File: config.mk
export PLATFORM = sky130hd
export DESIGN_NAME = lsg_ctrl
export DESIGN_NICKNAME = d
export VERILOG_FILES = /design/src/design/lsg_pkg.sv /design/src/design/lsg_ctrl.sv
export SDC_FILE = /design/constraint.sdc
export NUM_CORES = 1
export LEC_CHECK = 0
export BUFFER_PORTS_ARGS = -buffer_cell sky130_fd_sc_hd__buf_2
export CAP_MARGIN = 30
export CORE_AREA = 2 2 39 41
export DETAILED_ROUTE_END_ITERATION = 10
export DIE_AREA = 0 0 41 43
export PLACE_DENSITY_LB_ADDON = 0.2
export SLEW_MARGIN = 5
export SYNTH_ARGS = -nofsm -noshare
export SYNTH_HDL_FRONTEND = slang
export SYNTH_SLANG_ARGS = --single-unit
File: constraint.sdc
create_clock -name clk -period 1.1 [get_ports clk]
set_input_delay 0.055 -clock clk [delete_from_list [all_inputs] [get_ports clk]]
set_output_delay 0.055 -clock clk [all_outputs]
set_load 0.02 [all_outputs]
File: src/design/lsg_pkg.sv
package lsg_pkg;

  // Default coordinate width, signed Q10 metres.
  localparam int COORD_BITS_DEF = 20;

  // Range result width and its saturation value.
  localparam int RANGE_BITS = 20;
  localparam logic [RANGE_BITS-1:0] RANGE_MAX = '1;

  // Configuration register widths.
  localparam int BAND_W     = 19;
  localparam int SLOPE_W    = 17;
  localparam int CFG_IDX_W  = 3;
  localparam int CFG_DATA_W = 19;
  localparam int INTEN_W    = 8;

  // Configuration register indexes.
  typedef enum logic [CFG_IDX_W-1:0] {
    REG_Y_BAND      = 3'd0,
    REG_OUTER_UPPER = 3'd1,
    REG_OUTER_LOWER = 3'd2,
    REG_INNER_UPPER = 3'd3,
    REG_INNER_LOWER = 3'd4,
    REG_DEV_START   = 3'd5
  } cfg_reg_t;

  // Reset values of the configuration registers.
  localparam logic [BAND_W-1:0]         Y_BAND_RST    = 19'd154;
  localparam logic signed [SLOPE_W-1:0] OU_SLOPE_RST  = 17'sd4583;
  localparam logic signed [SLOPE_W-1:0] OL_SLOPE_RST  = -17'sd2288;
  localparam logic signed [SLOPE_W-1:0] IU_SLOPE_RST  = 17'sd2288;
  localparam logic signed [SLOPE_W-1:0] IL_SLOPE_RST  = 17'sd0;
  localparam logic [BAND_W-1:0]         DEV_START_RST = 19'd10240;

  // Commands from the controller to the datapath.
  typedef struct packed {
    logic load_in;
    logic mul;
    logic gate;
    logic square;
    logic sum_sq;
    logic root;
    logic emit;
  } lsg_cmd_t;

  // Status from the datapath to the controller.
  typedef struct packed {
    logic last_item;
    logic root_done;
    logic out_free;
  } lsg_sts_t;

  // Input tdata width: x, y, z and intensity rounded up to whole bytes.
  function automatic int in_data_w(input int cb);
    return ((3 * cb + INTEN_W + 7) / 8) * 8;
  endfunction

  // Output tdata width: x, y, z, range and intensity rounded up to whole bytes.
  function automatic int out_data_w(input int cb);
    return ((3 * cb + RANGE_BITS + INTEN_W + 7) / 8) * 8;
  endfunction

endpackage

File: src/design/lsg_ctrl.sv
module lsg_ctrl import lsg_pkg::*; (
  input  logic     clk,
  input  logic     rst_n,
  input  logic     in_tvalid,
  output logic     in_tready,
  input  lsg_sts_t sts,
  output lsg_cmd_t cmd
);

  typedef enum logic [2:0] {
    ST_IDLE,
    ST_MULT,
    ST_GATE,
    ST_SQUARE,
    ST_SUM,
    ST_ROOT,
    ST_EMIT
  } state_t;

  state_t state_r;
  state_t state_nxt;

  // Commands follow from the current state; load_in and emit also need in_tvalid and out_free.
  always_comb begin
    cmd         = '0;
    cmd.load_in = (state_r == ST_IDLE) && in_tvalid;
    cmd.mul     = (state_r == ST_MULT);
    cmd.gate    = (state_r == ST_GATE);
    cmd.square  = (state_r == ST_SQUARE);
    cmd.sum_sq  = (state_r == ST_SUM);
    cmd.root    = (state_r == ST_ROOT);
    cmd.emit    = (state_r == ST_EMIT) && sts.out_free;
  end

  assign in_tready = (state_r == ST_IDLE);

  // Sequencing of one point; the frame end runs the square root.
  always_comb begin
    state_nxt = state_r;
    case (state_r)
      ST_IDLE: begin
        if (in_tvalid) state_nxt = ST_MULT;
      end
      ST_MULT:   state_nxt = ST_GATE;
      ST_GATE: begin
        state_nxt = sts.last_item ? ST_SQUARE : ST_EMIT;
      end
      ST_SQUARE: state_nxt = ST_SUM;
      ST_SUM:    state_nxt = ST_ROOT;
      ST_ROOT: begin
        if (sts.root_done) state_nxt = ST_EMIT;
      end
      ST_EMIT: begin
        if (sts.out_free) state_nxt = ST_IDLE;
      end
      default:   state_nxt = ST_IDLE;
    endcase
  end

  always_ff @(posedge clk) begin
    if (!rst_n) begin
      state_r <= ST_IDLE;
    end else begin
      state_r <= state_nxt;
    end
  end

endmodule

==> run_results.csv, run 1 <==
group,metric,value,unit
place,place_area,322,sq um
sta,finalClockSkew,0.00542,ns
floorplanning,die_area,1760,sq um
finish,nNetsFinal,60,
floorplanning,start_util,17.8,%
finish,finalNonFillerCells,69,
sta,worst_pin_slew,0.183,ns
synth,yosysTopAreaCell,"dfxtp_1",
sta,setup_viol,5,
clock_tree,clock_latency,0.24,ns
floorplanning,io_pins,14,
route,avgViaCountPerCell,4.19,
place,io_buffers,13,
worst_setup_path,cp-start-kind,"register",
finish,antenna_cells,0,
clock_tree,clock-root-buffer,"clkbuf_4",
status,violations,"setup timing",
finish,largest-register,"state_r",
grt,globalRouteTotalUtil,9.75,%
grt,grt-ovfl-total,0,
power,combPwrFrac,47.6,%
power,switching_share,39.1,%
worst_setup_path,path_depth,3,
job,max_cap_violations,0,
synth,synth_edf_count,0,
worst_setup_path,critPathCapture,"cmd[1]",
worst_setup_path,path_cells,"inv_4 > nor3b_4 > buf_6",
sta,maxSlewHeadroom,87.8,%
synth,synth_cells,32,
floorplanning,die_w,41,um
synth,synthFlopType,"dfxtp_1",
worst_setup_path,worstPathRequired,1.04,ns
grt,grt_pass1_wl,1060,um
worst_setup_path,worstPathMaxFanout,8,
grt,antenna_found_initial,0,
power,ir_drop,0.406,mV
finish,biggestRegsByFlops,"state_r (3)",
sta,fin_crit_sh,104,%
worst_setup_path,cpMaxStageDelayCell,"dfxtp_4",
clock_tree,cts.path.max_buffers,2,
sta,hold_viol,0,
grt,grt_pass1_vias,272,
power,intPower,0.000477,W
worst_setup_path,crit_path_end_kind,"output port",
sta,rsz0062_at_grt,"yes",
route,drtPass1Iterations,4,
route,drt_iter0_drc,3,
route,num_vias,289,
route,drcViolationCount,0,
finish,syn2layout_area_growth,88.3,%
route,wl_per_cell,10.0,um
worst_setup_path,crit_family,"flip-flops",
worst_setup_path,arrival,1.09,ns
power,p_clk_share,26.7,%
sta,fin_ws,-0.0412,ns
synth,synth_top_area_share,24.4,%
power,p_sw,0.000306,W
finish,largest_register_ffs,3,
synth,yosys_warnings,0,
power,power_frac_seq,25.7,%
synth,synth_area,246,sq um
synth,yosys.cell_types.count,18,
worst_setup_path,rr_endpoint,"state_r[0]",
worst_setup_path,startpoint,"state_r[2]",
route,routed_wl,691,um
synth,ys_seq_area_share,24.4,%
clock_tree,cts_inserted_buffers,3,
clock_tree,htreeDepth,1,
synth,synthesis.nets,38,
finish,design_area,464,sq um
worst_setup_path,critical_path_class,"reg -> out",
place,dpl.cell_count,59,
sta,drv_slew,0,
worst_setup_path,rr_worst_depth,4,
status,status,"finished with violations",
synth,synth_area_leaders,"dfxtp_1 24%, buf_6 9.1%, nor3b_1 9.1%",
worst_setup_path,crit_path_max_incr_delay,0.41,ns
worst_setup_path,reg2reg_slack,0.04,ns
synth,synth_seq_cells,3,
sta,period_needed,1.14,ns
worst_setup_path,cp_num_buf_inv,2,
floorplanning,die_h,43,um
place,globalplace.congestion,0.737,
hold_path,hp-class,"in -> reg",
synth,synthTopCellsByCount,"3 x dfxtp_1, 3 x nand2_1, 3 x nor3_1, 3 x nor3b_1, 3 x o21ai_0",
floorplanning,num_rows,14,
clock_tree,clock_sinks,3,
finish,drive_gt1_share,66.0,%
clock_tree,hold_buffers,0,
clock_tree,clk_transition_reported_paths,0.04,ns
sta,max_freq,0.876,GHz
route,antenna_left,0,
floorplanning,coreArea,1380,sq um
clock_tree,cts_tree,"built",
worst_setup_path,reg2reg_from,"state_r[2]",
synth,syn_avg_cell_area,7.70,sq um
synth,synthArstFlopShare,0,%
grt,grt_max_degree,12,
power,powerDensity,1680,nW/um^2
power,p_leak,0.225,nW
## worst min path at each step
stage                     depth (start not counted)          to  slack, ns   from
after floorplan                                   2  state_r[1]       0.17  rst_n
after global placement                            3  state_r[1]       0.34  rst_n
after detailed placement                          3  state_r[1]       0.32  rst_n
after CTS                                         3  state_r[1]       0.06  rst_n
after global routing                              3  state_r[1]       0.09  rst_n
final                                             3  state_r[1]       0.06  rst_n
## cells in the final DEF (no fill, tap or decap)
master and n:
nand2_4 1, buf_4 8, a32o_1 1, a21boi_0 1, inv_1 2, and3_2 1
nor3b_1 1, nand2b_1 1, buf_6 5, xor2_2 1, nor3_1 1, nor3_2 2
o21ai_0 3, clkbuf_4 3, clkbuf_1 1, dfxtp_4 3, nor3b_2 2, inv_4 1
buf_2 7, a21oi_1 2, nor3b_4 1, and2_1 1, nand2_1 2, nor2_1 2
## cells by family (layout without fill, tap and decap cells)
logic type | after synthesis | after routing | synth area share (%)
and+or+nand+nor | 15 | 15 | 36.0
AOI/OAI and AO/OA | 7 | 7 | 17.3
buffers and inverters | 6 | 27 | 15.7
xor gates and xnor gates | 1 | 1 | 6.60
DFF | 3 | 3 | 24.4
## power by group through the flow
| stage | registers (W) | logic, W | clock network (W) |
|---|---|---|---|
| floorplan | 0.000147 | 0.000237 | 0 |
| global placement | 0.000189 | 0.000257 | 0 |
| detailed placement | 0.000191 | 0.000249 | 0 |
| CTS | 0.000197 | 0.000339 | 0.000213 |
| global route | 0.000206 | 0.000408 | 0.000217 |
| finish | 0.000201 | 0.000372 | 0.000209 |
## metal layers
metal	global-route usage (%)	vias to the layer above	wire length, um
li1	-	149	-
met1	11.0	127	302
met2	12.2	11	329
met3	3.14	2	34
met4	12.0	0	24
met5	0	-	0
## final cells by class
cell class | count | area, sq um
multi-input cells | 23 | 181
flip-flops and latches | 3 | 71.3
clock buffers | 4 | 26.3
well taps | 16 | 20.0
fillers | 163 | 920
inverters | 3 | 13.8
repair buffers | 20 | 151
## stage by stage
stage	setup TNS [ns]	hold WS [ns]	power [W]	worst slack, ns	util, %
2_1_floorplan	-0.0614	0.171	0.000384	-0.0280	-
3_3_place_gp	-0.0454	0.341	0.000446	-0.0310	23.2
3_5_place_dp	-0.0176	0.320	0.000441	-0.0151	23.2
4_1_cts	-0.133	0.0554	0.000749	-0.0374	31.5
5_1_grt	-0.380	0.0949	0.000831	-0.0939	33.5
6_report	-0.105	0.0594	0.000782	-0.0412	33.5
## tightest hold or removal path, stage by stage
cell and delay (ns):
buf_2 0.12, nand2_1 0.05, a21oi_1 0.04
## timing repair
| action | CTS | global route |
|---|---|---|
| buffers inserted | 3 | 3 |
| gates resized for setup | 23 | 2 |
| pin swaps | 4 | 2 |
| hold endpoints to repair | 0 | 0 |
| endpoints found under the setup margin | 9 | 7 |
No activity file was read; power rests on OpenSTA's default activity.
==> run 2: changes to the inputs <==
clock period = 1.25 ns   (was 1.1 ns; I/O delays follow)
==> run 2 against run 1 <==
Compared with the run above:
- the run now ends clean
- die area stayed put
- first-iteration DRC count stayed put
- via count is 9.0% lower
- utilization is 8.1 points lower
- combinational power is 42% lower
- non-clock buffer count is 6 lower
- global-route usage is 0.90 points lower
- clock skew is 0.00089 ns lower
- largest cell class unchanged
- largest power group unchanged
==> run_results.csv, run 2 (synthesized netlist as in run 1, its figures left out) <==
group,metric,value,unit
finish,finalNonFillerCells,63,
worst_setup_path,cp-start-kind,"register",
clock_tree,htreeDepth,1,
sta,fin_crit_sh,92.8,%
clock_tree,post-cts-setup-buffers,0,
finish,fillCellCount,169,
finish,largest-register,"state_r",
place,dpl.cell_count,59,
finish,biggestRegsByFlops,"state_r (3)",
clock_tree,cts_inserted_buffers,3,
route,num_vias,263,
sta,finalClockSkew,0.00453,ns
finish,ff_latch_area,68.8,sq um
clock_tree,cts_tree,"built",
finish,nNetsFinal,54,
place,dp_slack,0.168,ns
finish,layout_common_cells,"13 x buf_2, 3 x nor3b_1, 3 x nand2_1, 3 x o21ai_0, 3 x clkbuf_4",
sta,maxSlewHeadroom,86.2,%
hold_path,hp-class,"in -> reg",
finish,antenna_cells,0,
sta,fin_ws,0.0902,ns
worst_setup_path,cpMaxStageDelayCell,"dfxtp_2",
finish,final_common_cell,"buf_2",
floorplanning,num_rows,14,
worst_setup_path,worstPathRequired,1.19,ns
hold_path,holdPathEnd,"state_r[1]",
route,drcViolationCount,0,
power,p_leak,0.169,nW
worst_setup_path,path_cells,"nor3b_2 > buf_2",
route,drt_iter0_drc,3,
power,ir_drop,0.477,mV
worst_setup_path,reg2reg_from,"state_r[2]",
finish,largest_register_ffs,3,
finish,drive_gt1_share,53.2,%
grt,globalRouteTotalUtil,8.85,%
worst_setup_path,rr_endpoint,"state_r[0]",
place,io_buffers,13,
clock_tree,clock-root-buffer,"clkbuf_4",
worst_setup_path,arrival,1.10,ns
floorplanning,die_w,41,um
place,globalplace.congestion,0.703,
hold_path,whs_path_depth,3,
clock_tree,clock_sinks,3,
sta,drv_slew,0,
grt,grt_pass1_vias,246,
sta,setup_tns,0,ns
worst_setup_path,crit_path_max_incr_delay,0.44,ns
route,antenna_left,0,
sta,rsz0062_at_grt,"no",
sta,setup_viol,0,
worst_setup_path,crit_family,"flip-flops",
route,wl_per_cell,9.79,um
floorplanning,die_area,1760,sq um
power,powerDensity,1600,nW/um^2
place,hpwlAfterDp,466,um
finish,final_util,25.4,%
route,avgViaCountPerCell,4.17,
floorplanning,io_pins,14,
finish,multi_input_area,153,sq um
route,routed_wl,617,um
route,drtPass1Iterations,4,
clock_tree,clock_latency,0.24,ns
sta,worst_pin_slew,0.205,ns
job,max_cap_violations,0,
worst_setup_path,crit_path_end_kind,"output port",
worst_setup_path,critical_path_class,"reg -> out",
floorplanning,coreArea,1380,sq um
sta,hold_viol,0,
grt,grt_pass1_wl,972,um
floorplanning,start_util,17.8,%
clock_tree,cts.path.max_buffers,2,
sta,max_freq,0.862,GHz
grt,antenna_found_initial,0,
status,status,"completed",
worst_setup_path,rr_worst_depth,3,
sta,period_needed,1.16,ns
grt,grt_max_degree,12,
finish,syn2layout_area_growth,42.6,%
grt,grt-ovfl-total,0,
worst_setup_path,worstPathMaxFanout,11,
clock_tree,clk_transition_reported_paths,0.04,ns
worst_setup_path,reg2reg_slack,0.31,ns
worst_setup_path,cp_num_buf_inv,1,
hold_path,hp-start,"rst_n",
floorplanning,die_h,43,um
==> run 2: changes by cell type in the layout (fill, tap and decap cells not counted) <==
cell	previous run	this run
buf_2	7	13
dfxtp_2	0	1
inv_2	0	1
buf_4	8	1
nand2_4	1	0
dfxtp_4	3	2
nor3b_1	1	3
nor3_1	1	2
nor3_2	2	1
buf_6	5	0
nand2_1	2	3
nor3b_4	1	0
nor3b_2	2	1
inv_4	1	0
==> run 2: through the flow <==
stage	area (sq um)	power, W	hold slack (ns)
3_3_place_gp	317	0.000388	0.331
2_1_floorplan	251	0.000336	0.179
4_1_cts	347	0.000573	0.0728
5_1_grt	352	0.000609	0.0827
6_report	352	0.000563	0.0815
3_5_place_dp	317	0.000387	0.331
==> run 2: cell type report <==
cell class	instances	area share, %
Multi-Input combinational cell	23	43.4
Timing Repair Buffer	14	20.6
Sequential cell	3	19.6
Clock buffer	4	7.47
Tap cell	16	5.69
Inverter	3	3.20
==> run 2: how the worst max path moves through the flow <==
stage / cells past startpoint / endpoint / slack (ns) / start
floorplan: 3 / cmd[0] / 0.05 / state_r[1]
global placement: 3 / cmd[0] / 0.15 / state_r[1]
detailed placement: 3 / cmd[0] / 0.17 / state_r[1]
CTS: 3 / cmd[0] / 0.04 / state_r[1]
global route: 3 / cmd[0] / 0.009 / state_r[1]
finish: 2 / cmd[1] / 0.09 / state_r[0]
==> run 2: power by group <==
part,leakage [nW],switching [W],internal (W)
Combinational,0.127,0.000118,0.0000977
Sequential,0.0264,0.0000527,0.000122
Clock,0.0150,0.0000526,0.000120
Total,0.169,0.000223,0.000339
==> run 2: routing by layer <==
layer | global-route usage (%) | part of all wire [%] | vias up
met3 | 3.14 | 9.6 | 0
met4 | 10.0 | 0 | 0
met5 | 0 | 0 | -
li1 | - | - | 137
met2 | 11.6 | 44 | 15
met1 | 9.71 | 46 | 111
==> run 2: repair_timing <==
action | CTS | global route
endpoints found under the setup margin | 6 | 1
hold buffers | 0 | 0
resized for setup | 3 | 2
hold endpoints to repair | 0 | 0
cloned | 0 | 0
==> run 2: worst min-delay path, stage by stage <==
cell     delay, ns
buf_2         0.12
nand2_1       0.05
a21oi_1       0.03
==> run 3: changes to the inputs <==
BUFFER_PORTS_ARGS = not set   (was -buffer_cell sky130_fd_sc_hd__buf_2)
DONT_BUFFER_PORTS = 1   (was not set)
==> run 3 against run 2 <==
Compared with the run above:
- power shrank 1.0%
- global-route usage shrank 1.0 points
- die area is the same
- critical endpoint unchanged
==> run_results.csv, run 3 (synthesized netlist as in run 1, its figures left out) <==
group,metric,value,unit
status,status,"completed",
power,ir_drop,0.543,mV
clock_tree,cts_inserted_buffers,3,
route,drcViolationCount,0,
sta,hold_viol,0,
worst_setup_path,crit_family,"flip-flops",
finish,antenna_cells,0,
finish,largest_register_ffs,3,
route,drt_iter0_drc,9,
clock_tree,cts.path.max_buffers,2,
finish,drive_gt1_share,43.9,%
worst_setup_path,cp_num_buf_inv,1,
place,dpl.cell_count,52,
place,globalplace.congestion,0.735,
floorplanning,die_h,43,um
hold_path,holdPathEnd,"state_r[0]",
finish,final_common_cell,"buf_4",
worst_setup_path,worstPathRequired,1.19,ns
power,power_frac_seq,31.0,%
clock_tree,post-cts-setup-buffers,0,
worst_setup_path,crit_path_end_kind,"output port",
sta,finalClockSkew,0.000951,ns
finish,syn2layout_area_growth,38.6,%
sta,max_freq,0.880,GHz
finish,layout_common_cells,"7 x buf_4, 3 x nor3b_1, 3 x nand2_1, 3 x o21ai_0, 3 x clkbuf_4",
place,io_buffers,0,
route,avgViaCountPerCell,4.12,
clock_tree,cts_tree,"built",
sta,rsz0062_at_grt,"no",
job,max_cap_violations,0,
floorplanning,num_rows,14,
sta,period_needed,1.14,ns
finish,final_util,24.7,%
power,intPower,0.000347,W
route,num_vias,235,
clock_tree,clk_transition_reported_paths,0.03,ns
worst_setup_path,worstPathMaxFanout,11,
worst_setup_path,cp-start-kind,"register",
clock_tree,clock_sinks,3,
worst_setup_path,cpMaxStageDelayCell,"dfxtp_2",
worst_setup_path,critical_path_class,"reg -> out",
floorplanning,die_area,1760,sq um
worst_setup_path,path_depth,2,
clock_tree,clock-root-buffer,"clkbuf_4",
power,p_sw,0.000210,W
worst_setup_path,path_cells,"nor3b_2 > buf_4",
grt,grt_pass1_wl,903,um
route,antenna_left,0,
sta,setup_viol,0,
grt,globalRouteTotalUtil,7.82,%
worst_setup_path,rr_worst_depth,3,
worst_setup_path,reg2reg_from,"state_r[2]",
floorplanning,io_pins,14,
worst_setup_path,reg2reg_slack,0.31,ns
route,wl_per_cell,9.70,um
clock_tree,htreeDepth,1,
power,combPwrFrac,39.4,%
sta,drv_slew,0,
route,drtPass1Iterations,4,
grt,grt_max_degree,12,
hold_path,hp-class,"in -> reg",
power,p_clk_share,29.5,%
worst_setup_path,rr_endpoint,"state_r[0]",
finish,nNetsFinal,48,
clock_tree,clock_latency,0.23,ns
floorplanning,start_util,17.8,%
hold_path,whs_path_depth,1,
hold_path,hp-start,"rst_n",
grt,antenna_found_initial,0,
finish,finalNonFillerCells,57,
worst_setup_path,arrival,1.07,ns
floorplanning,coreArea,1380,sq um
sta,fin_crit_sh,90.9,%
sta,worst_pin_slew,0.211,ns
place,hpwlAfterDp,423,um
route,routed_wl,553,um
finish,design_area,342,sq um
floorplanning,die_w,41,um
finish,biggestRegsByFlops,"state_r (3)",
worst_setup_path,crit_path_max_incr_delay,0.44,ns
sta,setup_tns,0,ns
power,powerDensity,1630,nW/um^2
finish,largest-register,"state_r",
power,p_leak,0.144,nW
grt,grt_pass1_vias,213,
grt,grt-ovfl-total,0,
place,place_area,297,sq um
sta,maxSlewHeadroom,85.9,%
power,switching_share,37.6,%
-- run 3: cell types whose count changed in the layout (fill, tap and decap cells not counted), sizes merged --
| cell | delta |
|---|---|
| buf | -7 |
| dlygate4sd3 | +1 |
-- run 3: area by class of cell --
cell class	count	area [sq um]
fillers	153	1040
well taps	16	20.0
flip-flops and latches	3	68.8
inverters	3	11.3
clock buffers	4	26.3
multi-input cells	23	153
repair buffers	8	62.6
-- run 3: per-stage QoR --
step / hold WS (ns) / setup WS [ns] / power, W
2_1_floorplan: 0.179 / 0.0513 / 0.000336
3_3_place_gp: 0.188 / 0.177 / 0.000386
3_5_place_dp: 0.200 / 0.181 / 0.000386
4_1_cts: 0.00466 / 0.0692 / 0.000569
5_1_grt: 0.00276 / 0.00246 / 0.000609
6_report: 0.00732 / 0.114 / 0.000557
-- run 3: power groups by stage --
stage	clock (W)	sequential (W)	combinational, W
finish	0.000165	0.000173	0.000220
global route	0.000187	0.000182	0.000240
CTS	0.000176	0.000170	0.000223
detailed placement	0	0.000168	0.000219
global placement	0	0.000166	0.000220
floorplan	0	0.000129	0.000207
-- run 3: worst max path at each step --
stage                from  slack (ns)          to
2_1_floorplan  state_r[1]        0.05      cmd[0]
3_3_place_gp   state_r[0]        0.18  state_r[0]
3_5_place_dp   state_r[0]        0.18  state_r[0]
4_1_cts        state_r[1]        0.07      cmd[0]
5_1_grt        state_r[0]       0.002      cmd[5]
6_report       state_r[0]        0.11      cmd[1]
-- run 3: routing by layer --
metal  up-vias  part of all wire [%]  global-route usage [%]
met5         -                     0                       0
met1        97                    46                    10.5
li1        127                     -                       -
met4         0                     0                    2.00
met2        11                    44                    9.06
met3         0                   9.0                    6.81
-- run 3: timing repair --
item,in CTS,in global routing
endpoints found under the hold margin,2,0
hold buffers,1,0
cloned,0,0
pin swaps,0,0
setup endpoints to repair,3,1
resized for setup,3,2
